--- config.mk ---
export PLATFORM = sky130hd
export DESIGN_NAME = lefrgb_lap_chan
export DESIGN_NICKNAME = d
export VERILOG_FILES = /design/src/laplacian_edge_filter_rgb_core_assert.svh /design/src/lefrgb_pkg.sv /design/src/lefrgb_lap_chan.sv
export SDC_FILE = /design/constraint.sdc
export NUM_CORES = 1
export LEC_CHECK = 0
export ABC_AREA = 1
export BUFFER_PORTS_ARGS = -buffer_cell sky130_fd_sc_hd__buf_2
export CAP_MARGIN = 20
export CORE_UTILIZATION = 55
export DETAILED_ROUTE_END_ITERATION = 8
export GPL_TIMING_DRIVEN = 0
export MAX_ROUTING_LAYER = met4
export PLACE_DENSITY = 0.94
export SLEW_MARGIN = 25
export SYNTH_ARGS = -nofsm -noshare
export SYNTH_HDL_FRONTEND = slang
export SYNTH_SLANG_ARGS = --single-unit
--- constraint.sdc ---
create_clock -name vclk -period 7.1
set_clock_uncertainty 0.2 [all_clocks]
set_input_delay 1.065 -clock vclk [all_inputs]
set_output_delay 1.065 -clock vclk [all_outputs]
set_load 0.005 [all_outputs]
--- src/laplacian_edge_filter_rgb_core_assert.svh ---
// ----------------------------------------------------------------------------
// laplacian edge filter assertion macros
// shared property forms for the filter core checks
// ----------------------------------------------------------------------------
`ifndef LAPLACIAN_EDGE_FILTER_RGB_CORE_ASSERT_SVH
`define LAPLACIAN_EDGE_FILTER_RGB_CORE_ASSERT_SVH

// consequent checked in the same cycle
`define LEF_ASSERT_NOW(label, ante, cons, msg) \
   label: assert property (@(posedge clock) disable iff (reset) (ante) |-> (cons)) \
      else $error(msg);

// consequent checked in the cycle after the antecedent
`define LEF_ASSERT_NEXT(label, ante, cons, msg) \
   label: assert property (@(posedge clock) disable iff (reset) (ante) |=> (cons)) \
      else $error(msg);

`endif

--- src/lefrgb_pkg.sv ---
// ----------------------------------------------------------------------------
// lefrgb_pkg
// types and constants for the rgb four-neighbour laplacian filter
// ----------------------------------------------------------------------------
package lefrgb_pkg;

   localparam int CHAN_W  = 8;
   localparam int MAG_W   = 10;
   localparam int WIDTH_W = 11;
   localparam int ROW_W   = 12;
   localparam int CCOL_W  = 10;

   localparam logic [WIDTH_W-1:0] WIDTH_RESET  = 11'd640;
   localparam logic [ROW_W-1:0]   HEIGHT_RESET = 12'd480;
   localparam logic [ROW_W-1:0]   HEIGHT_MIN   = 12'd3;

   typedef enum logic [0:0] {
      CSR_IMAGE_WIDTH  = 1'b0,
      CSR_IMAGE_HEIGHT = 1'b1
   } csr_index_type;

   typedef struct packed {
      logic [CHAN_W-1:0] red;
      logic [CHAN_W-1:0] green;
      logic [CHAN_W-1:0] blue;
   } pixel_type;

   // one line buffer entry: pixel two rows up and pixel one row up
   typedef struct packed {
      pixel_type upper;
      pixel_type middle;
   } line_pair_type;

   // taps of one channel around the window centre
   typedef struct packed {
      logic [CHAN_W-1:0] up;
      logic [CHAN_W-1:0] dn;
      logic [CHAN_W-1:0] lf;
      logic [CHAN_W-1:0] rt;
      logic [CHAN_W-1:0] ce;
   } lap_taps_type;

endpackage

--- src/lefrgb_lap_chan.sv ---
// ----------------------------------------------------------------------------
// lefrgb_lap_chan
// absolute four-neighbour laplacian of one colour channel
// ----------------------------------------------------------------------------
module lefrgb_lap_chan (
   input  lefrgb_pkg::lap_taps_type          taps,
   output logic [lefrgb_pkg::MAG_W-1:0]      mag
);

   logic [lefrgb_pkg::MAG_W-1:0]   nb_sum;
   logic signed [lefrgb_pkg::MAG_W:0] diff;
   logic signed [lefrgb_pkg::MAG_W:0] diff_abs;

   always_comb begin
      nb_sum = lefrgb_pkg::MAG_W'(taps.up) + lefrgb_pkg::MAG_W'(taps.dn)
             + lefrgb_pkg::MAG_W'(taps.lf) + lefrgb_pkg::MAG_W'(taps.rt);
      // centre times four is a two-bit shift
      diff = $signed({1'b0, nb_sum}) - $signed({1'b0, taps.ce, 2'b00});
      diff_abs = diff[lefrgb_pkg::MAG_W] ? -diff : diff;
      mag = diff_abs[lefrgb_pkg::MAG_W-1:0];
   end

endmodule

==> results.json <==
{
  "postCtsSetupBuffers": 0,
  "drc": 0,
  "synth.top_cell.area_share": 0.3005,
  "fin_ws_ps": 1442,
  "grt_first_pass_wirelength_mm": 4.574,
  "die_y_microns": 52.43,
  "coreArea_sq_um": 2297,
  "hpwl_mm": 2.394,
  "grt_overflow": 0,
  "gp_congestion": 0.8145,
  "ir_drop_uv": 265.6,
  "final_cell_mix": "68 x inv_1, 59 x nand2_1, 50 x buf_2, 21 x fa_1, 16 x ha_1",
  "arrival_ps": 4390,
  "final_common_cell": "inv_1",
  "postRouteAntennaNets": 0,
  "synth_largest_area_cell": "fa_1",
  "path_max_fanout": 3,
  "port_buffers": 50,
  "grt_antenna_before_repair": 0,
  "area_growth_pct": 20.39,
  "synthesis.nets": 290,
  "via_per_inst": 4.708,
  "critPathLaunchType": "input pin",
  "cap_viol_max_count": 0,
  "powerDensity_nw_per_um2": 322.6,
  "max_freq_mhz": 176.7,
  "via_count": 1370,
  "min_path_cells": 3,
  "first_iter_violations": 15,
  "fin_crit_sh": 0.7970,
  "fin_hold_ws_ps": 2254,
  "seq_area_frac_synth": 0,
  "n_sequential_cell": 0,
  "dpl_worst_slack_ps": 1473,
  "die_x_microns": 52.43,
  "dieArea_sq_um": 2749,
  "yosysWarnings": 0,
  "regArea_sq_um": 0,
  "clkbuf_count": 0,
  "worstPathRequired_ps": 5830,
  "rows": 17,
  "synth_area_leaders": "fa_1 30%, inv_1 18%, nand2_1 16%",
  "status": "completed",
  "timing.final.crit_period_ps": 5658,
  "finalSetupTns_ps": 0,
  "grt_pass1_vias": 1291,
  "antenna-diode-count": 0,
  "rsz0062_at_grt": "false",
  "finalMaxSlewViolations": 0,
  "start_util": 0.6089,
  "dr.pass1.iters": 4,
  "grt_max_degree": 11,
  "hold_viol": 0,
  "avgSynthCellArea_sq_um": 6.567,
  "final_nets": 342,
  "worst_pin_slew_ps": 285.6,
  "worstHoldPathType": "input pin to primary output",
  "synth_cells": 213,
  "hp-start": "taps[32]",
  "setup_viol": 0,
  "routed_wl_mm": 2.547,
  "cts_hold_buf": 0,
  "drive_gt1_frac": 0.2243,
  "hold_path_end": "mag[0]",
  "cp-end-kind": "primary output",
  "wl_per_cell_microns": 8.753,
  "io_pins": 50,
  "grt_use_total": 0.2195,
  "path_class": "input pin to primary output",
  "synthDistinctLibCells": 20,
  "syn_area_sq_um": 1399,
  "leakage_nw": 1.119,
  "ctsResizeCount": 0,
  "slew_headroom": 0.8090
}
-- critical path, stage by stage --
cell	delay, ps
buf_2	80
inv_1	40
fa_1	490
fa_1	510
inv_1	50
fa_1	520
inv_1	80
fa_1	510
inv_1	140
nand3_1	150
nor2_1	190
nand3_1	120
nor2_1	110
nand2_1	70
nand2_1	50
nand2_1	50
nand2_1	50
buf_2	100
-- stage by stage --
stage	cell area [sq um]	util	std cells	power [mW]
4_1_cts	1684	0.7331	291	0.5459
6_report	1684	0.7331	291	0.5432
2_1_floorplan	1399	-	213	0.4069
5_1_grt	1684	0.7331	291	0.6332
3_3_place_gp	1684	0.7331	291	0.5211
3_5_place_dp	1684	0.7331	291	0.5437
-- synthesized netlist by cell type --
library cell and instances:
nand3b_1 5, o21ai_2 1, buf_6 1, o21ai_1 2, ha_1 16, nand4_1 4
xnor2_1 2, a21oi_1 4, nand2_4 1, nand2_2 4, inv_1 68, o21ai_0 1
xor2_1 2, nor2_1 8, nor3_1 1, nand3_2 2, fa_1 21, nand3_1 10
nand2_1 59, o21a_1 1
-- cell families after synthesis --
family | Yosys count | share of synthesized area
AND/OR/NAND/NOR | 94 | 0.3041
AO/OA/AOI/OAI | 9 | 0.03667
adder cells (fa/ha/maj) | 37 | 0.4436
buffers and inverters | 69 | 0.1905
XOR/XNOR | 4 | 0.02505
-- worst max-delay path by stage --
stage / to / startpoint / cells after the start
2_1_floorplan: mag[9] / taps[0] / 16
3_3_place_gp: mag[9] / taps[0] / 18
3_5_place_dp: mag[9] / taps[0] / 18
4_1_cts: mag[9] / taps[0] / 18
5_1_grt: mag[9] / taps[0] / 18
6_report: mag[9] / taps[0] / 18
-- metal layers --
layer  vias up  GRT usage  part of all wire
li1        724          -                 -
met1       610     0.2190              0.40
met2        32     0.4599              0.56
met3         4    0.01159             0.035
met4         0    0.03509            0.0082
met5         -          -                 0
-- final cells by class --
| class | instances | area [sq um] |
|---|---|---|
| buffer | 1 | 11.26 |
| fill | 187 | 613.1 |
| inverter | 68 | 255.2 |
| multi-input combinational | 144 | 1132 |
| tap | 28 | 35.03 |
| timing repair buffer | 50 | 250.2 |
-- report_power, final --
part	internal, mW	switching (mW)
Sequential	0	0
Combinational	0.227	0.317
Clock	0	0
Power figures use the tool's default switching activity.
